### src/hdl/c3zp_pkg.sv
package c3zp_pkg;

   localparam int PIX_W      = 8;
   localparam int COEF_REG_W = 24;
   localparam int SIZE_W     = 11;
   localparam int GAIN_W     = 16;
   localparam int GAIN_FRAC  = 12;
   localparam int IN_ROW_W   = 11;
   localparam int TAPS       = 9;
   localparam int CSR_IDX_W  = 3;
   localparam int CSR_DATA_W = 24;

   localparam logic [IN_ROW_W-1:0] IN_ROW_MAX = 11'd2047;
   localparam logic [PIX_W-1:0]    PIX_MAX    = 8'd255;

   localparam logic [COEF_REG_W-1:0] COEF_TOP_RST = 24'h000000;
   localparam logic [COEF_REG_W-1:0] COEF_MID_RST = 24'h000100;
   localparam logic [COEF_REG_W-1:0] COEF_BOT_RST = 24'h000000;
   localparam logic [SIZE_W-1:0]     WIDTH_RST    = 11'd1024;
   localparam logic [SIZE_W-1:0]     HEIGHT_RST   = 11'd1024;
   localparam logic [GAIN_W-1:0]     GAIN_RST     = 16'd4096;

   localparam int OUTQ_DEPTH = 8;
   localparam int OUTQ_AW    = $clog2(OUTQ_DEPTH);
   localparam int OUTQ_CW    = OUTQ_AW + 1;

   typedef enum logic [CSR_IDX_W-1:0] {
      CSR_COEF_TOP,
      CSR_COEF_MID,
      CSR_COEF_BOT,
      CSR_IMAGE_WIDTH,
      CSR_IMAGE_HEIGHT,
      CSR_NORM_GAIN
   } csr_index_type;

   // Per-beat decision made by the position counters when a beat is taken.
   typedef struct packed {
      logic             act;
      logic             emit;
      logic             last;
      logic [PIX_W-1:0] pixel;
      logic [TAPS-1:0]  mask;
   } item_type;

   typedef struct packed {
      logic [PIX_W-1:0] pixel;
      logic             last;
   } result_type;

endpackage

### src/hdl/c3zp_outq.sv
module c3zp_outq (
   input  logic                 clock,
   input  logic                 reset,
   input  logic                 reserve,
   input  logic                 push,
   input  c3zp_pkg::result_type push_data,
   input  logic                 rsp_stall,
   output logic                 rsp_valid,
   output c3zp_pkg::result_type rsp_data,
   output logic                 room
);

   import c3zp_pkg::*;

   result_type           entries_ff [OUTQ_DEPTH];
   logic [OUTQ_AW-1:0]   wr_ptr_ff, wr_ptr_in;
   logic [OUTQ_AW-1:0]   rd_ptr_ff, rd_ptr_in;
   logic [OUTQ_CW-1:0]   count_ff, count_in;
   logic [OUTQ_CW-1:0]   used_ff, used_in;
   logic                 pop;

   // Slots are claimed when a beat that will yield a result enters the pipeline,
   // so results still in flight always find space here.
   always_comb begin
      rsp_valid = count_ff != '0;
      rsp_data  = entries_ff[rd_ptr_ff];
      room      = used_ff < OUTQ_CW'(OUTQ_DEPTH);
      pop       = rsp_valid && !rsp_stall;

      wr_ptr_in = push ? wr_ptr_ff + OUTQ_AW'(1) : wr_ptr_ff;
      rd_ptr_in = pop ? rd_ptr_ff + OUTQ_AW'(1) : rd_ptr_ff;

      count_in = count_ff;
      if (push && !pop) begin
         count_in = count_ff + OUTQ_CW'(1);
      end else if (pop && !push) begin
         count_in = count_ff - OUTQ_CW'(1);
      end

      used_in = used_ff;
      if (reserve && !pop) begin
         used_in = used_ff + OUTQ_CW'(1);
      end else if (pop && !reserve) begin
         used_in = used_ff - OUTQ_CW'(1);
      end
   end

   always_ff @(posedge clock) begin
      if (reset) begin
         wr_ptr_ff <= '0;
         rd_ptr_ff <= '0;
         count_ff  <= '0;
         used_ff   <= '0;
      end else begin
         wr_ptr_ff <= wr_ptr_in;
         rd_ptr_ff <= rd_ptr_in;
         count_ff  <= count_in;
         used_ff   <= used_in;
      end
   end

   always_ff @(posedge clock) begin
      if (push) begin
         entries_ff[wr_ptr_ff] <= push_data;
      end
   end

endmodule

### config.mk
export PLATFORM = sky130hd
export DESIGN_NAME = c3zp_outq
export DESIGN_NICKNAME = d
export VERILOG_FILES = /design/src/hdl/c3zp_pkg.sv /design/src/hdl/c3zp_outq.sv
export SDC_FILE = /design/constraint.sdc
export NUM_CORES = 1
export LEC_CHECK = 0
export ABC_CLOCK_PERIOD_IN_PS = 2260
export BUFFER_PORTS_ARGS = -buffer_cell sky130_fd_sc_hd__buf_2
export CORE_AREA = 2 2 91 93
export DETAILED_ROUTE_END_ITERATION = 7
export DIE_AREA = 0 0 93 95
export PLACE_DENSITY = 0.77
export SETUP_SLACK_MARGIN = 0.3
export SYNTH_ARGS = -nofsm -noshare
export SYNTH_HDL_FRONTEND = slang
export SYNTH_SLANG_ARGS = --single-unit
### constraint.sdc
create_clock -name clock -period 2.26 [get_ports clock]
set_input_delay 0.339 -clock clock [delete_from_list [all_inputs] [get_ports clock]]
set_output_delay 0.339 -clock clock [all_outputs]
set_load 0.005 [all_outputs]
# Word level (Yosys, flattened, before mapping)
# Memory sizes are Yosys's and may differ from the RTL's. A register that Yosys moved wholly into a read port is not among the register bits.
# Cells that the tools add are included.
# op_classes
add_sub_neg,6
n_mul,0
div_mod_pow,0
n_lt_le_gt_ge,1
n_eq_ne,0
shift,0
mux,8
bitwise,0
reduce_logical,12
# op_table
op,count
$mux 4,4
$add 4x1->4 const B,2
$sub 4x1->4 const B,2
$add 3x1->3 const B,2
$mux 3,2
$logic_and 1x1->1,5
$logic_not 1->1,4
$lt 4x4->1 const B,1
$reduce_bool 2->1,2
$reduce_bool 4->1,1
$mux 1,2
# word_totals
reg_bits,14
latchBits,0
ramBits,72
mem_bits_ro,0
in_bits,14
output_inout_bits,11
elab_cells,32
mem_count,1
# memory_table
memory,depth,word_bits,read_ports,rd_clocked_by_memory_dff,wr,line_no,rtl
entries_ff,8,9,1,1,1,c3zp_outq.sv:15,result_type entries_ff [OUTQ_DEPTH];

# Longest topological paths before layout
# Gate-level depths: netlist of the first run.
# depth
ltp_word,5
mapped_depth,10
depth_no_buf,10

# Worst setup path after synthesis of the first run
# No wires, ideal clock.
# synth_path
kind,flip-flop to flip-flop
start,reg count_ff[0]
end,reg count_ff[3]
setup_ns,0.121
arrival_time_ns,2.301
required_ns,2.139
setup_slack_ns,-0.162
stages_incl_launch_ff,11
n_path_buf,0
synth_period_minus_slack_ns,2.422
path_cell_list,dfxtp_1 -> nor4_1 -> nor2_1 -> inv_1 -> ha_1 -> inv_1 -> ha_1 -> a21oi_1 -> a211oi_1 -> a31oi_1 -> mux2_2
# synth_via
elab_chain_cells,5
elab_cells_between_ends,10
classes_between,add/sub: 2; mux: 2; reduce/logical: 6
# synth_rtl
item,line_no,rtl
from (decl),c3zp_outq.sv:18,"logic [OUTQ_CW-1:0] count_ff, count_in;"
from (signal assigned),c3zp_outq.sv:57,count_ff <= count_in;
branches (longest 5 deep; another with $sub 4x1->4),--,
# Parallel ways; which one is timed is not known. The select of a mux whose other input is x is not followed.
# A chain may end at the register's enable or synchronous reset.

==> results of run 1 <==
-- critical path, cell delays in order (launching register included) --
cell     delay, ns
dfxtp_4       0.37
buf_4         0.12
buf_12        0.11
mux4_2        0.51
mux2_4        0.29
buf_2         0.13
-- sequential cells by signal (all words and copies together), names as in the netlist, named ones only --
name,cells
wr_ptr_ff,3
count_ff,4
used_ff,4
entries_ff,72
rd_ptr_ff,3
-- report_power, final --
group          total, mW  internal [mW]  switching [mW]
Combinational       1.83           1.12           0.704
Clock               1.10          0.526           0.573
Sequential          2.03           1.91           0.121
Total               4.95           3.56            1.40
-- cells in the mapped netlist --
cell type	n	area share, %
a211oi_1	2	0.41
a21oi_1	5	0.69
a31oi_1	2	0.34
buf_1	1	0.10
buf_12	1	0.55
buf_2	1	0.14
buf_6	1	0.31
clkbuf_1	5	0.51
dfxtp_1	17	9.3
edfxtp_1	72	59
fa_1	2	1.1
ha_1	8	2.7
inv_1	5	0.51
mux2_2	11	3.4
mux2i_1	3	0.82
mux4_1	18	13
nand2_1	4	0.41
nand2b_1	3	0.51
nand3_1	2	0.27
nor2_1	26	2.7
nor2b_1	1	0.17
nor3_1	2	0.27
nor3b_1	1	0.21
nor4_1	1	0.17
o21ai_0	1	0.14
xnor2_1	5	1.2
xor2_1	3	0.72
-- cell families (layout without fill, tap and decap cells) --
group,Yosys count,count (layout)
fa+ha+maj,10,10
buf+inv,14,70
simple gates,40,40
xor+xnor,8,8
compound gates,10,10
mux,32,32
flops,89,89
-- through the flow --
stage	TNS (ns)	hold slack (ns)	instance area [um^2]	worst slack, ns	instances
finish	0	0.2456	4456	0.02361	364
detailed placement	0	0.5103	3996	0.08008	335
global placement	0	0.4934	3996	0.1524	335
floorplan	0	0.4379	3701	0.1834	203
CTS	0	0.2285	4367	0.01494	362
global route	-0.1361	0.2370	4456	-0.03417	364
-- per-layer routing --
metal	GRT usage [%]	vias up	share of wire (%)
met2	27.66	38	51
met3	5.826	9	3.9
li1	-	879	-
met4	4.779	0	1.3
met1	21.25	985	44
met5	0	-	0
-- final timing paths --
kind                                   start          endpoint  slack, ns  cells after the start
worst max register to register   count_ff[1]        used_ff[3]       0.11                     10
worst min register to register  wr_ptr_ff[2]      wr_ptr_ff[2]       0.53                      2
worst max-delay path               flip-flop       rsp_data[6]       0.02                      5
worst min-delay path            push_data[7]  entries_ff[0][7]       0.25                      1
-- area by class of cell --
class	instances	share of cell area (%)
Multi-Input combinational cell	100	26.23
Tap cell	105	2.949
Timing Repair Buffer	49	9.239
Clock buffer	10	2.864
Inverter	5	0.6459
Sequential cell	89	56.39
Clock inverter	6	1.685
-- cell usage in the layout, fill, tap and decap left out, types with 3 or more instances in the layout --
| cell | synthesis | layout |
|---|---|---|
| ha_4 | 0 | 6 |
| inv_6 | 0 | 3 |
| nand2b_1 | 3 | 3 |
| xnor2_1 | 5 | 3 |
| buf_4 | 0 | 19 |
| buf_2 | 1 | 21 |
| nand2_1 | 4 | 4 |
| mux2i_1 | 3 | 3 |
| nor2_1 | 26 | 25 |
| clkbuf_8 | 0 | 9 |
| xor2_1 | 3 | 3 |
| mux2_4 | 0 | 4 |
| mux2_2 | 11 | 7 |
| dfxtp_1 | 17 | 13 |
| mux4_2 | 0 | 18 |
| a21oi_1 | 5 | 3 |
| edfxtp_1 | 72 | 72 |
| buf_6 | 1 | 5 |
-- repair_timing --
item / CTS / global route
gates cloned: 3 / 0
setup buffers: 8 / 2
setup endpoints to repair: 13 / 14
pin swaps: 8 / 8
resized for setup: 41 / 14
==> results.ini, run 1 <==
[run_status]
outcome=complete, no violations

[layout]
nFillCells=662
fin_util_pct=56.20
nets=278
multiInputGateArea_mm2=0.001169
area.sequential_mm2=0.002512
drive_above_1_share_pct=45.56
insertedDiodeCount=0
area_growth_pct=22.20

[clock_network]
cts_tree=done
insertion_delay_ns=0.36
hold_buffers=0
cts.path.max_buffers=2
numCtsBuffers=9
h-tree-depth=3
clock_sinks=89
cts_root_buf=clkbuf_8
clk_pin_slew_ns=0.09

[critical_path]
crit_arrival_ns=1.90
cp-start-kind=flip-flop
endpoint_kind=output port
path_class=reg2out
worstPathMaxFanout=5
crit_required_ns=1.92

[global_routing]
grt_max_degree=19
overflow=0
first_global_vias=1954
antenna_found_initial=0
grt_pass1_wl_mm=10.51
grt_use_total_pct=16.77

[yosys]
syn-num-nets=227
synth_cells=203
seq_area_frac_synth_pct=68.63
synthAdderAreaFrac_pct=3.844
ys_types=27
synth-xor-area-share_pct=1.922
synth_top_family_by_area=multiplexers
syn_area_mm2=0.003646
syn_area_per_cell_um2=17.96
synthMuxAreaShare_pct=17.19
yosys_warnings=0
ys_ff_latch=89
synth_compound_area_share_pct=1.579
synth-simple-area-share_pct=4.701

[die]
core.rowCount=33
die_h_um=95
num_io_pins=25
core-area_mm2=0.007928
initial_core_util_pct=45.99
die_area_mm2=0.008835
die_x_um=93

[sta]
setup_viol=0
period_needed_ns=2.236
grt_setup_unrepaired=yes
relSlewSlack_pct=60.20
min_period_over_period_pct=98.96
final-hold-violation-count=0
max_freq_mhz=447.2
worstMarginPinSlew_ns=0.5962
finalClockSkew_ns=0.009068
maxSlewViolCount=0

[route]
num_vias=1911
drt-initial-drc-count=121
first_pass_iters=4
drc=0
antenna_left=0
viasPerCell=5.250
wl_per_cell_um=18.81
drt-total-wl_mm=6.846

[power_and_ir_drop]
powerDensity_mw_per_mm2=1112
leakage_nw=1.540
irDropWorstVdd_mv=0.5896
power.total_mw=4.954

[placement]
dp_hpwl_mm=3.823
gp_congestion=0.7337
port-buffer-count=24

[run]
cap_violations=0

[worst_hold_path]
hold_path.class=in2reg

Note: power is estimated with default switching activity, not from simulation.
==> run 2: changes to the inputs <==
- CORE_AREA: 2 2 91 93 -> 2 2 104 81
- DIE_AREA: 0 0 93 95 -> 0 0 106 83
- PLACE_DENSITY: 0.77 -> 0.78
==> results.ini, run 2 (synthesis results as in run 1) <==
[critical_path]
slowest_delay_ns=0.51  ; about the same
r2r_setup_slack_ns=0.06  ; -0.05 ns
worstPathMaxFanout=4  ; -1
crit_required_ns=1.92  ; about the same
critPathBufInv=2  ; -1
r2r_cells=10  ; unchanged
cpMaxStageDelayCell=mux4_2
cp-start-kind=flip-flop
endpoint_kind=output port
crit_arrival_ns=1.88  ; -0.02 ns
worstReg2RegEnd=used_ff[3]
reg2reg_from=count_ff[0]
cp_top_family=multiplexers
critical_path.cell_chain=clkbuf_16 > mux4_2 > mux2_4 > buf_6
path_class=reg2out

[sta]
period_needed_ns=2.215  ; -0.02105 ns
fin_ws_ns=0.04467  ; +0.02105 ns
grt_setup_unrepaired=yes
min_period_over_period_pct=98.02  ; -0.93 points
setup_viol=0  ; unchanged
finalClockSkew_ns=0.006428  ; -0.002640 ns
relSlewSlack_pct=61.49  ; +1.3 points
max_freq_mhz=451.4  ; +0.95%
tns_ns=0  ; unchanged
worstMarginPinSlew_ns=0.5768  ; -0.01940 ns
final-hold-violation-count=0  ; unchanged
hold_ws_ns=0.2601  ; +0.01457 ns
maxSlewViolCount=0  ; unchanged

[layout]
layout_common_cells=72 x edfxtp_1, 25 x nor2_1, 22 x buf_2, 18 x mux4_2, 15 x buf_4
nets=280  ; +0.72%
drive_above_1_share_pct=47.51  ; +1.9 points
final_common_cell=edfxtp_1
top_regs=entries_ff x72, count_ff x4, used_ff x4
insertedDiodeCount=0  ; unchanged
final_cells=366  ; +0.55%
regMostFlops=entries_ff
largest_register_ffs=72  ; unchanged
area_growth_pct=23.44

[clock_network]
insertion_delay_ns=0.35  ; about the same
clk_pin_slew_ns=0.08  ; about the same
clock_sinks=89  ; unchanged
numCtsBuffers=9  ; unchanged
cts.path.max_buffers=2  ; unchanged
cts_root_buf=clkbuf_8
h-tree-depth=3  ; unchanged
cts_tree=done

[route]
drt-initial-drc-count=139  ; +15%
wl_per_cell_um=20.59  ; +9.5%
viasPerCell=5.385  ; +2.6%
first_pass_iters=4  ; unchanged
num_vias=1971  ; +3.1%
antenna_left=0  ; unchanged
drt-total-wl_mm=7.535  ; +10%
drc=0  ; unchanged

[run_status]
outcome=complete, no violations

[global_routing]
antenna_found_initial=0  ; unchanged
gr-max-usage-layer=met2
overflow=0  ; unchanged
met1_usage_pct=21.86  ; +0.61 points
grt_use_met3_pct=4.945  ; -0.88 points
grt_max_degree=19  ; unchanged
first_global_vias=2023  ; +3.5%
grt_pass1_wl_mm=10.58  ; +0.72%
grt_use_total_pct=16.38  ; -0.40 points
met2_usage_pct=26.04  ; -1.6 points

[power_and_ir_drop]
power.total_mw=5.056  ; +2.1%
powerDensity_mw_per_mm2=1123  ; +1.0%
leakage_nw=1.552  ; +0.78%
irDropWorstVdd_mv=0.3967  ; -33%

[die]
core.rowCount=28  ; -15%
core-area_mm2=0.007742  ; -2.3%
initial_core_util_pct=47.09  ; +1.1 points
die_area_mm2=0.008798  ; -0.42%
die_x_um=106  ; +14%
num_io_pins=25  ; unchanged
die_h_um=83  ; -13%

[placement]
dpl_worst_slack_ns=0.09537  ; +0.01530 ns
dpl.cell_count=335  ; unchanged
gp_congestion=0.7374  ; +0.50%
dp_hpwl_mm=4.106  ; +7.4%
port-buffer-count=24  ; unchanged

[worst_hold_path]
hp-start=push_data[2]
hold_path.class=in2reg
worstHoldEndpoint=entries_ff[7][2]
hold_depth=1  ; unchanged

[run]
cap_violations=0  ; unchanged

-- run 2: cell types whose count changed in the layout (fill, tap and decap cells not counted), moves of 2 or more --
cell	delta
buf_4	-4
buf_6	+5
clkbuf_16	+2
mux2_2	+2
mux2_4	-2
-- run 2: layout make-up --
| class | count | area (um^2) |
|---|---|---|
| Inverter | 5 | 28.78 |
| Fill cell | 572 | 3242 |
| Timing Repair Buffer | 51 | 432.9 |
| Clock inverter | 7 | 71.32 |
| Sequential cell | 89 | 2514 |
| Tap cell | 105 | 131.4 |
| Clock buffer | 9 | 123.9 |
| Multi-Input combinational cell | 100 | 1199 |
-- run 2: per-stage QoR --
stage                     instance area [um^2]  util (%)
after floorplan                           3701         -
after global placement                    3996     51.62
after detailed placement                  3996     51.62
after CTS                                 4333     55.96
after global routing                      4501     58.13
final                                     4501     58.13
-- run 2: where the power goes --
part / switching, mW / internal (mW) / total (mW)
clock: 0.542 / 0.508 / 1.05
combinational: 0.773 / 1.17 / 1.94
sequential: 0.159 / 1.91 / 2.07
total: 1.47 / 3.58 / 5.06
-- run 2: worst max path at each step --
stage / cells after the start / startpoint / slack [ns] / end
detailed placement: 10 / count_ff[0] / 0.1 / used_ff[3]
global route: 10 / count_ff[0] / -0.04 / used_ff[3]
floorplan: 10 / count_ff[1] / 0.18 / count_ff[3]
CTS: 4 / flip-flop / 0.02 / rsp_data[3]
finish: 4 / flip-flop / 0.04 / rsp_data[3]
global placement: 10 / count_ff[1] / 0.15 / used_ff[3]
-- run 2: timing repair --
action | CTS | global route
pin swaps | 5 | 11
setup endpoints to repair | 13 | 17
buffers inserted | 10 | 2
cloned | 1 | 2
hold buffers | 0 | 0
resized for setup | 12 | 50
-- run 2: metal layers --
layer	wire, um	share of wire (%)	up-vias
met5	0	0	-
met3	572	7.6	6
met1	3139	42	1000
met4	79	1.0	0
met2	3743	50	79
li1	-	-	886
