<file path="src/hdl/c3zp_pkg.sv">
package c3zp_pkg;

   localparam int PIX_W      = 8;
   localparam int COEF_REG_W = 24;
   localparam int SIZE_W     = 11;
   localparam int GAIN_W     = 16;
   localparam int GAIN_FRAC  = 12;
   localparam int IN_ROW_W   = 11;
   localparam int TAPS       = 9;
   localparam int CSR_IDX_W  = 3;
   localparam int CSR_DATA_W = 24;

   localparam logic [IN_ROW_W-1:0] IN_ROW_MAX = 11'd2047;
   localparam logic [PIX_W-1:0]    PIX_MAX    = 8'd255;

   localparam logic [COEF_REG_W-1:0] COEF_TOP_RST = 24'h000000;
   localparam logic [COEF_REG_W-1:0] COEF_MID_RST = 24'h000100;
   localparam logic [COEF_REG_W-1:0] COEF_BOT_RST = 24'h000000;
   localparam logic [SIZE_W-1:0]     WIDTH_RST    = 11'd1024;
   localparam logic [SIZE_W-1:0]     HEIGHT_RST   = 11'd1024;
   localparam logic [GAIN_W-1:0]     GAIN_RST     = 16'd4096;

   localparam int OUTQ_DEPTH = 8;
   localparam int OUTQ_AW    = $clog2(OUTQ_DEPTH);
   localparam int OUTQ_CW    = OUTQ_AW + 1;

   typedef enum logic [CSR_IDX_W-1:0] {
      CSR_COEF_TOP,
      CSR_COEF_MID,
      CSR_COEF_BOT,
      CSR_IMAGE_WIDTH,
      CSR_IMAGE_HEIGHT,
      CSR_NORM_GAIN
   } csr_index_type;

   // Per-beat decision made by the position counters when a beat is taken.
   typedef struct packed {
      logic             act;
      logic             emit;
      logic             last;
      logic [PIX_W-1:0] pixel;
      logic [TAPS-1:0]  mask;
   } item_type;

   typedef struct packed {
      logic [PIX_W-1:0] pixel;
      logic             last;
   } result_type;

endpackage

</file>
<file path="src/hdl/c3zp_ctrl.sv">
module c3zp_ctrl #(
   parameter int MAX_WIDTH  = 1024,
   parameter int MAX_HEIGHT = 1024
) (
   input  logic                            clock,
   input  logic                            reset,
   input  logic                            accept,
   input  logic [c3zp_pkg::PIX_W-1:0]      pixel_in,
   input  logic                            drain,
   input  logic [c3zp_pkg::SIZE_W-1:0]     image_width,
   input  logic [c3zp_pkg::SIZE_W-1:0]     image_height,
   output c3zp_pkg::item_type              item,
   output logic [$clog2(MAX_WIDTH)-1:0]    rd_addr
);

   import c3zp_pkg::*;

   localparam int COL_W  = $clog2(MAX_WIDTH);
   localparam int OROW_W = $clog2(MAX_HEIGHT);
   localparam int WC_W   = (SIZE_W > $clog2(MAX_WIDTH + 1)) ? SIZE_W : $clog2(MAX_WIDTH + 1);
   localparam int HC_W   = (SIZE_W > $clog2(MAX_HEIGHT + 1)) ? SIZE_W
                                                              : $clog2(MAX_HEIGHT + 1);

   logic [COL_W-1:0]    in_col_ff, in_col_in;
   logic [IN_ROW_W-1:0] in_row_ff, in_row_in;
   logic [COL_W-1:0]    out_col_ff, out_col_in;
   logic [OROW_W-1:0]   out_row_ff, out_row_in;

   logic [WC_W-1:0] width_use, in_col_nx, out_col_nx;
   logic [HC_W-1:0] height_use, out_row_nx;
   logic            flushing, act, emit, last;
   logic            in_col_end, out_col_end, out_row_end;
   logic [2:0]      row_ok, col_ok;

   always_comb begin
      if (image_width == '0) begin
         width_use = WC_W'(1);
      end else if (WC_W'(image_width) > WC_W'(MAX_WIDTH)) begin
         width_use = WC_W'(MAX_WIDTH);
      end else begin
         width_use = WC_W'(image_width);
      end
      if (image_height == '0) begin
         height_use = HC_W'(1);
      end else if (HC_W'(image_height) > HC_W'(MAX_HEIGHT)) begin
         height_use = HC_W'(MAX_HEIGHT);
      end else begin
         height_use = HC_W'(image_height);
      end

      in_col_nx   = WC_W'(in_col_ff) + WC_W'(1);
      out_col_nx  = WC_W'(out_col_ff) + WC_W'(1);
      out_row_nx  = HC_W'(out_row_ff) + HC_W'(1);
      in_col_end  = in_col_nx >= width_use;
      out_col_end = out_col_nx >= width_use;
      out_row_end = out_row_nx >= height_use;

      // Once all rows are in, every beat is a flush beat and carries a zero pixel.
      flushing = HC_W'(in_row_ff) >= height_use;
      act      = !(drain && !flushing);
      emit     = act && ((in_row_ff >= IN_ROW_W'(2)) ||
                         ((in_row_ff == IN_ROW_W'(1)) && (in_col_ff != '0)));
      last     = out_row_end && out_col_end;

      row_ok = {!out_row_end, 1'b1, out_row_ff != '0};
      col_ok = {!out_col_end, 1'b1, out_col_ff != '0};

      item.act   = act;
      item.emit  = emit;
      item.last  = last;
      item.pixel = flushing ? '0 : pixel_in;
      for (int r = 0; r < 3; r++) begin
         for (int k = 0; k < 3; k++) begin
            item.mask[r*3 + k] = row_ok[r] && col_ok[k];
         end
      end

      in_col_in  = in_col_ff;
      in_row_in  = in_row_ff;
      out_col_in = out_col_ff;
      out_row_in = out_row_ff;
      if (accept && act) begin
         if (in_col_end) begin
            in_col_in = '0;
            if (in_row_ff != IN_ROW_MAX) begin
               in_row_in = in_row_ff + IN_ROW_W'(1);
            end
         end else begin
            in_col_in = COL_W'(in_col_nx);
         end
      end
      if (accept && emit) begin
         if (last) begin
            in_col_in  = '0;
            in_row_in  = '0;
            out_col_in = '0;
            out_row_in = '0;
         end else if (out_col_end) begin
            out_col_in = '0;
            out_row_in = OROW_W'(out_row_nx);
         end else begin
            out_col_in = COL_W'(out_col_nx);
         end
      end
   end

   always_ff @(posedge clock) begin
      if (reset) begin
         in_col_ff  <= '0;
         in_row_ff  <= '0;
         out_col_ff <= '0;
         out_row_ff <= '0;
      end else begin
         in_col_ff  <= in_col_in;
         in_row_ff  <= in_row_in;
         out_col_ff <= out_col_in;
         out_row_ff <= out_row_in;
      end
   end

   assign rd_addr = in_col_ff;

endmodule

</file>
<file path="config.mk">
export PLATFORM = sky130hd
export DESIGN_NAME = c3zp_ctrl
export DESIGN_NICKNAME = d
export VERILOG_FILES = /design/src/hdl/c3zp_pkg.sv /design/src/hdl/c3zp_ctrl.sv
export SDC_FILE = /design/constraint.sdc
export NUM_CORES = 1
export LEC_CHECK = 0
export BUFFER_PORTS_ARGS = -buffer_cell sky130_fd_sc_hd__buf_2
export CAP_MARGIN = 20
export CELL_PAD_IN_SITES_DETAIL_PLACEMENT = 1
export CELL_PAD_IN_SITES_GLOBAL_PLACEMENT = 1
export CORE_MARGIN = 2
export CORE_UTILIZATION = 40
export CTS_BUF_LIST = sky130_fd_sc_hd__clkbuf_4 sky130_fd_sc_hd__clkbuf_8
export DETAILED_ROUTE_END_ITERATION = 10
export PLACE_DENSITY_LB_ADDON = 0.08
export SETUP_SLACK_MARGIN = 0.02
export SYNTH_ARGS = -nofsm -noshare
export SYNTH_HDL_FRONTEND = slang
export SYNTH_SLANG_ARGS = --single-unit
</file>
<file path="constraint.sdc">
create_clock -name clock -period 3.4 [get_ports clock]
set_input_delay 0.51 -clock clock [delete_from_list [all_inputs] [get_ports clock]]
set_output_delay 0.51 -clock clock [all_outputs]
set_load 0.05 [all_outputs]
</file>
* After elaboration in Yosys (flattened, before gate mapping) *
Cells that the tools add are included.

storage, ports and cells
  register bits = 41
  bits in latches = 0
  bits in writable memories = 0
  bits in read-only memories = 0
  input bits = 34
  output and inout port bits = 30
  logic and storage cells = 57
  memories = 0

operators by class
  add/subtract/negate cells = 4
  multiply operators = 0
  div/mod/pow operators = 0
  order comparisons = 7
  eq/ne operators = 2
  shift-type cells = 0
  multiplexer cells = 18
  bitwise logic cells = 0
  reductions and logical operators = 22

operators with widths
  operator                                                                number
  11-bit 2-to-1 mux                                                       9
  10-bit 2-to-1 mux                                                       8
  11-bit >= comparator                                                    4
  10-bit by 1-bit adder with 11-bit output, second input constant         3
  10-bit nonzero test                                                     3
  11-bit > comparator, second input constant                              2
  11-bit zero test                                                        2
  11-bit by 1-bit adder with 11-bit output, second input constant         1
  11-bit by 1-bit equality test with 1-bit output, second input constant  1
  11-bit by 2-bit >= comparator with 1-bit output, second input constant  1
  11-bit != test, second input constant                                   1
  1-bit logical AND                                                       10
  8-bit 2-to-1 mux                                                        1
  1-bit zero test                                                         4
  2-bit AND reduction                                                     1
  2-bit nonzero test                                                      1
  1-bit logical OR                                                        1

* Longest topological paths before layout *
Gate-level depths: netlist of the first run.

  depth in word-level cells = 11
  gate-level depth with buffers = 14
  mapped depth without buffers = 12

* Worst setup path before layout of the first run *
Ideal clock, no wire load.

  path kind = register -> output
  from = reg out_col_ff[0]
  to = out item[2] (netlist bit)
  arrival time = 3.527 ns
  required time = 2.890 ns
  slack = -0.637 ns
  stages on the path, launching flop included = 12
  buffers on the path = 0
  cells stage by stage = dfxtp_1 > ha_1 > nand3_1 > nor2_1 > nand3_1 > xnor2_1 > ha_1 > a21oi_1 > o21ai_0 > a31o_2 > nor2_1 > and2_1

RTL lines
  element                 line              RTL
  start, declared         c3zp_ctrl.sv:26   logic [COL_W-1:0] out_col_ff, out_col_in;
  start signal, assigned  c3zp_ctrl.sv:116  out_col_ff <= out_col_in;
  end, declared           c3zp_ctrl.sv:12   output c3zp_pkg::item_type item,

==> results.tsv, run 1 <==
metric	value	unit
synth_top_area_share	20.5	%
seqPwrFrac	45.8	%
grt_max_degree	43	
htreeDepth	2	
hp-class	flip-flop to flip-flop	
worst_pin_slew	0.810	ns
async_flop_share	0	%
num_vias	4194	
dp_cells	699	
final_common_cell	buf_4	
outcome	finished with violations	
worstPathRequired	2.89	ns
drtIter0Drc	118	
switching_power	0.347	mW
ir_drop	0.112	mV
design_area	5000	µm²
yosysSeqAreaShare	20.5	%
cp_slowest_cell	dfxtp_4	
areaGrowthSynthToFinish	24.8	%
dp_hpwl	9190	µm
crit_type	flip-flop to primary output	
synth_cell_types	67	
switching_share	33.1	%
cts_tree	yes	
synth-edff-count	0	
holdWs	0.535	ns
syn-num-nets	583	
cts.path.max_buffers	2	
relSlewSlack	46.0	%
hold_viol_final	0	
io_pins	64	
p_int	0.704	mW
ys_warn_count	0	
instances_no_fill	718	
layout_common_cells	51 x buf_4, 49 x ha_1, 49 x buf_2, 45 x nand2_1	
total_power	1.05	mW
fillCellCount	1211	
fin_ws	-0.123	ns
setup_viol	4	
die_area	10800	µm²
post_drt_wl_per_cell	17.5	µm
layout_min_cycle_time	3.52	ns
critPathMaxFanout	6	
slowest_delay	0.37	ns
drt-pass1-iter-count	4	
cts_root_buffer	clkbuf_8	
core_area	9730	µm²
end_kind	primary output	
dpl_cell_area	4580	µm²
drv_cap	0	
startpoint_type	flip-flop	
cts_made_buffers	5	
synth.avg_cell_area	8.08	µm²
grt_pass1_wl	20500	µm
die_w	104	µm
p_per_area	210	nW/µm²
grt_pass1_vias	4248	
synth_ff_type	dfxtp_1	
yosys-top-cells-area	dfxtp_1 20%, ha_1 17%, nand2_1 4.2%	
clk_latency	0.30	ns
initial_core_util	41.2	%
leakagePower	2.12	nW
via_per_inst	5.84	
skew	0.00865	ns
grt-ovfl-total	0	
final_nets	673	
violations	setup timing	
cts.sinks	41	
path_delay_family	simple AND/OR/NAND/NOR gates	
rsz0062_at_grt	true	
drc	0	
syn-cell-area	4010	µm²
wl	12600	µm
ant_nets	0	
power_frac_comb	23.7	%
gr-usage-all-layers	22.6	%
synth-seq-cells	41	
std_cell_rows	36	
crit_chain	ha_2 > and3_4 > nand3_4 > nor3_4 > and3_4 > ha_4 > and3_4 > a221o_1 > a31oi_4 > and2_4 > buf_8	
multi_input_area	3050	µm²
n_antenna_cell	0	
place.gp.congestion	0.807	
finalMaxSlewViolations	0	
dieHeight	104	µm
critPathBufInv	1	
final.period_utilization	104	%
yosys.area.top_type	dfxtp_1	
max_freq	284	MHz
drive_gt1_share	31.1	%
seq_area	840	µm²
pwr-share-clk	30.4	%
clkSlewWorstSetupHoldPaths	0.09	ns
crit_top_cell	and3_4	
arrival	3.01	ns
netlist_instances	496	
antenna_found_initial	0	
port_buffers	62	
## power groups by stage
stage	Clock (mW)	Sequential [mW]	Combinational (mW)
floorplan	0	0.501	0.154
global placement	0	0.494	0.219
detailed placement	0	0.495	0.226
CTS	0.330	0.483	0.233
global route	0.351	0.482	0.272
finish	0.320	0.482	0.250
## cell type report
type                            count  share of cell area (%)
Clock buffer                        5                    1.38
Clock inverter                      1                   0.100
Inverter                           29                    2.18
Multi-Input combinational cell    399                    61.0
Sequential cell                    41                    16.8
Tap cell                          133                    3.33
Timing Repair Buffer              110                    15.2
## synth_stat cells, types with 2 or more instances
cell type / number
ha_1: 53
nand2_1: 45
dfxtp_1: 41
nand3_1: 32
a21oi_1: 27
inv_1: 26
nor2_1: 23
a31oi_1: 21
nor3_1: 15
xnor2_1: 15
a211oi_1: 13
nand4_1: 13
nor4_1: 11
a21o_1: 10
nand4b_1: 9
xor2_1: 9
and3_1: 8
buf_2: 8
nor3b_1: 8
o21ai_1: 8
and2_1: 7
buf_4: 7
o21ai_0: 6
o32ai_1: 6
and4_1: 5
o31ai_1: 5
buf_6: 4
or3_1: 4
or4_1: 4
clkbuf_1: 3
clkbuf_8: 3
nand2b_1: 3
o32ai_2: 3
a21oi_4: 2
a311oi_1: 2
a31o_2: 2
clkinv_1: 2
o21ai_2: 2
o41ai_1: 2
or2_1: 2
## state kept, by name (all words and copies together), names as in the netlist
register / cells
out_col_ff: 10
out_row_ff: 10
in_row_ff: 11
rd_addr: 10
## through the flow
stage | utilization, % | worst slack (ns) | setup TNS, ns
3_5_place_dp | 47.1 | -0.120 | -1.15
5_1_grt | 51.4 | -0.210 | -0.839
4_1_cts | 48.8 | -0.119 | -1.24
3_3_place_gp | 47.1 | 0.00303 | 0
6_report | 51.4 | -0.123 | -0.447
2_1_floorplan | - | -0.334 | -2.72
## kinds of logic after synthesis
group                    Yosys count  share of synthesized area (%)
AO/OA/AOI/OAI                    124                           22.9
XOR/XNOR                          24                           5.25
adder cells (fa/ha/maj)           53                           16.6
buffers and inverters             56                           7.93
flip-flops                        41                           20.5
AND/OR/NAND/NOR                  197                           26.8
other                              1                         0.0936
## tightest hold or removal path: cells and delay by family, from the launching register on
| family | cells | cell delay, ns |
|---|---|---|
| compound gates | 2 | 0.15 |
| flops | 1 | 0.35 |
## path summary, 6_finish.rpt
| check | slack, ns | cells past startpoint | startpoint | end |
|---|---|---|---|---|
| max | -0.12 | 11 | out_row_ff[0] | item[8] |
| min | 0.53 | 2 | out_col_ff[1] | out_col_ff[1] |
| max reg2reg | 0.23 | 14 | out_row_ff[0] | rd_addr[6] |
| min reg2reg | 0.53 | 2 | out_col_ff[1] | out_col_ff[1] |
## per-layer routing
metal | global-route usage (%) | routed length, µm | share of wire, %
met5 | 0 | 0 | 0
met4 | 4.92 | 116 | 0.92
met3 | 3.13 | 481 | 3.8
met2 | 40.5 | 6350 | 50
met1 | 28.7 | 5630 | 45
## repair_timing
action / CTS / global route
gates cloned: 0 / 0
setup buffers: 3 / 10
pin swaps: 7 / 13
gates resized for setup: 24 / 52
hold endpoints to repair: 0 / 0
hold buffers: 0 / 0
setup endpoints to repair: 25 / 35
(Power assumes the default switching activity.)
==> run 2, diff against run 1 <==
--- a/config.mk
+++ b/config.mk
@@ -5,12 +5,13 @@
 export SDC_FILE = /design/constraint.sdc
 export NUM_CORES = 1
 export LEC_CHECK = 0
+export ABC_AREA = 1
 export BUFFER_PORTS_ARGS = -buffer_cell sky130_fd_sc_hd__buf_2
 export CAP_MARGIN = 20
 export CELL_PAD_IN_SITES_DETAIL_PLACEMENT = 1
 export CELL_PAD_IN_SITES_GLOBAL_PLACEMENT = 1
 export CORE_MARGIN = 2
-export CORE_UTILIZATION = 40
+export CORE_UTILIZATION = 37
 export CTS_BUF_LIST = sky130_fd_sc_hd__clkbuf_4 sky130_fd_sc_hd__clkbuf_8
 export DETAILED_ROUTE_END_ITERATION = 10
 export PLACE_DENSITY_LB_ADDON = 0.08
==> run 2 against run 1 <==
  * Total power rose by 35%
  * Sequential power rose by 4.6%
  * Clock-buffer cell count rose by 2
  * Critical endpoint is now item[9]
  * Critical path type is now input port to primary output
  * The flow now finishes without violations
==> results.tsv, run 2 <==
metric	value	unit
outcome	finished, final reports clean	
critPathMaxFanout	8	
end_kind	primary output	
yosys.area.top_type	dfxtp_1	
relSlewSlack	45.7	%
antenna_found_initial	0	
num_vias	4602	
rrSetupSlack	0.34	ns
syn-cell-area	4110	µm²
grtUsageMet3	3.97	%
setup_viol	0	
layout_min_cycle_time	3.36	ns
synth_common_cells	191 x nand2_1, 111 x nor2_1, 108 x inv_1	
hold_viol_final	0	
clkSlewWorstSetupHoldPaths	0.09	ns
hp-class	input port to flip-flop	
std_cell_rows	38	
skew	0.0100	ns
synth_top_area_share	20.0	%
grt_max_degree	21	
crit_type	input port to primary output	
htreeDepth	2	
die_area	12000	µm²
wl	14000	µm
fin_ws	0.0404	ns
holdWs	0.369	ns
grt_pass1_wl	21200	µm
initial_core_util	38.0	%
synth_cell_types	33	
slowest_delay	0.25	ns
synth-edff-count	0	
cts_tree	yes	
syn-num-nets	775	
cp_slowest_cell	nor4_2	
place.gp.congestion	0.830	
yosys-top-cells-area	dfxtp_1 20%, nand2_1 17%, ha_1 16%	
drt-pass1-iter-count	4	
rsz0062_at_grt	true	
total_power	1.42	mW
top_usage_layer	met2	
cts_hold_buffers	0	
largest_register_ffs	11	
io_pins	64	
hold_path_depth	2	
gr-usage-all-layers	22.4	%
cts_made_buffers	5	
largest_register	in_row_ff	
tns	0	ns
synth.avg_cell_area	5.98	µm²
drive_gt1_share	22.4	%
ant_nets	0	
use_met1	27.4	%
worstPathRequired	2.89	ns
drtIter0Drc	149	
cts_root_buffer	clkbuf_8	
cts.path.max_buffers	2	
ir_drop	0.164	mV
areaGrowthSynthToFinish	30.6	%
drc	0	
whs_endpoint	out_col_ff[1]	
synth_ff_type	dfxtp_1	
worst_pin_slew	0.807	ns
fillCellCount	1492	
netlist_instances	688	
p_per_area	265	nW/µm²
yosysSeqAreaShare	20.0	%
die_w	109	µm
finalMaxSlewViolations	0	
met2_usage	40.5	%
final.period_utilization	98.8	%
final_nets	858	
core_area	10800	µm²
dp_hpwl	10500	µm
grt-ovfl-total	0	
crit_chain	buf_2 > nor4_2 > nand3_1 > nand2_2 > buf_12 > nand2_8 > ha_4 > nand2_4 > inv_2 > nand2_2 > nor2_1 > nand2_1 > nand2_1 > nor2_2 > buf_6 > clkinvlp_4 > nor2_2 > buf_6	
async_flop_share	0	%
r2r-end	rd_addr[5]	
pre_cts_slack	0.0178	ns
drv_cap	0	
ys_warn_count	0	
startpoint_type	input port	
clk_latency	0.32	ns
synth-seq-cells	41	
grt_pass1_vias	4577	
arrival	2.85	ns
reg2reg_from	out_row_ff[0]	
leakagePower	2.77	nW
layout_common_cells	173 x nand2_1, 103 x inv_1, 96 x nor2_1, 45 x buf_2, 43 x ha_1	
via_per_inst	5.05	
port_buffers	62	
max_freq	298	MHz
dieHeight	109	µm
worstHoldStart	reset	
reg2regPathDepth	20	
n_antenna_cell	0	
final_common_cell	nand2_1	
utilization	49.6	%
yosys.cell_count.top_type	nand2_1	
post_drt_wl_per_cell	15.3	µm
cts.sinks	41	
## run 2: where the power goes
group          switching [mW]  internal [mW]  leakage (nW)
Sequential             0.0147          0.489         0.335
Combinational           0.312          0.159          2.37
Clock                   0.199          0.248        0.0619
## run 2: repair_timing
action | in CTS | in global routing
buffers inserted | 0 | 13
endpoints found under the setup margin | 14 | 19
gates resized for setup | 20 | 109
pin swaps | 1 | 27
## run 2: routing by layer
layer / vias to the layer above / wire (µm)
met1: 2181 / 6070
met2: 75 / 7270
li1: 2333 / -
met3: 13 / 482
met4: 0 / 178
met5: - / 0
## run 2: worst max-delay path by stage
| stage | startpoint | slack (ns) | endpoint | depth (start not counted) |
|---|---|---|---|---|
| floorplan | image_width[0] | 0.10 | item[2] | 13 |
| global placement | image_height[4] | 0.09 | item[10] | 15 |
| detailed placement | image_height[4] | 0.02 | item[9] | 15 |
| CTS | out_row_ff[1] | 0.02 | item[17] | 16 |
| global route | out_row_ff[0] | -0.11 | item[17] | 17 |
| finish | image_height[8] | 0.04 | item[9] | 18 |
## run 2: worst max-delay path: cells and delay by family
kind          cells  cell delay (ns)
fa+ha+maj         1             0.24
simple gates     11             1.24
buf+inv           6             0.84
## run 2: logic make-up (layout without fill, tap and decap cells)
family	Yosys count	in the layout	share of synthesized area (%)
adder cells (fa/ha/maj)	53	53	16.1
flip-flops	41	41	20.0
buffers and inverters	123	207	12.1
AND/OR/NAND/NOR	394	394	40.5
AO/OA/AOI/OAI	58	58	7.45
XOR/XNOR	18	18	3.83
other	1	1	0.0912
## run 2: layout make-up
cell class | count | area (µm²) | area share [%]
clock inverter | 1 | 30.0 | 0.559
timing repair buffer | 90 | 643 | 12.0
tap | 140 | 175 | 3.26
sequential | 41 | 833 | 15.5
clock buffer | 7 | 90.1 | 1.68
inverter | 109 | 413 | 7.69
multi-input combinational | 524 | 3190 | 59.3
## run 2: stage by stage
step / area (µm²) / cells
finish: 5370 / 912
global route: 5370 / 912
CTS: 4800 / 899
detailed placement: 4620 / 891
global placement: 4620 / 891
floorplan: 4110 / 688
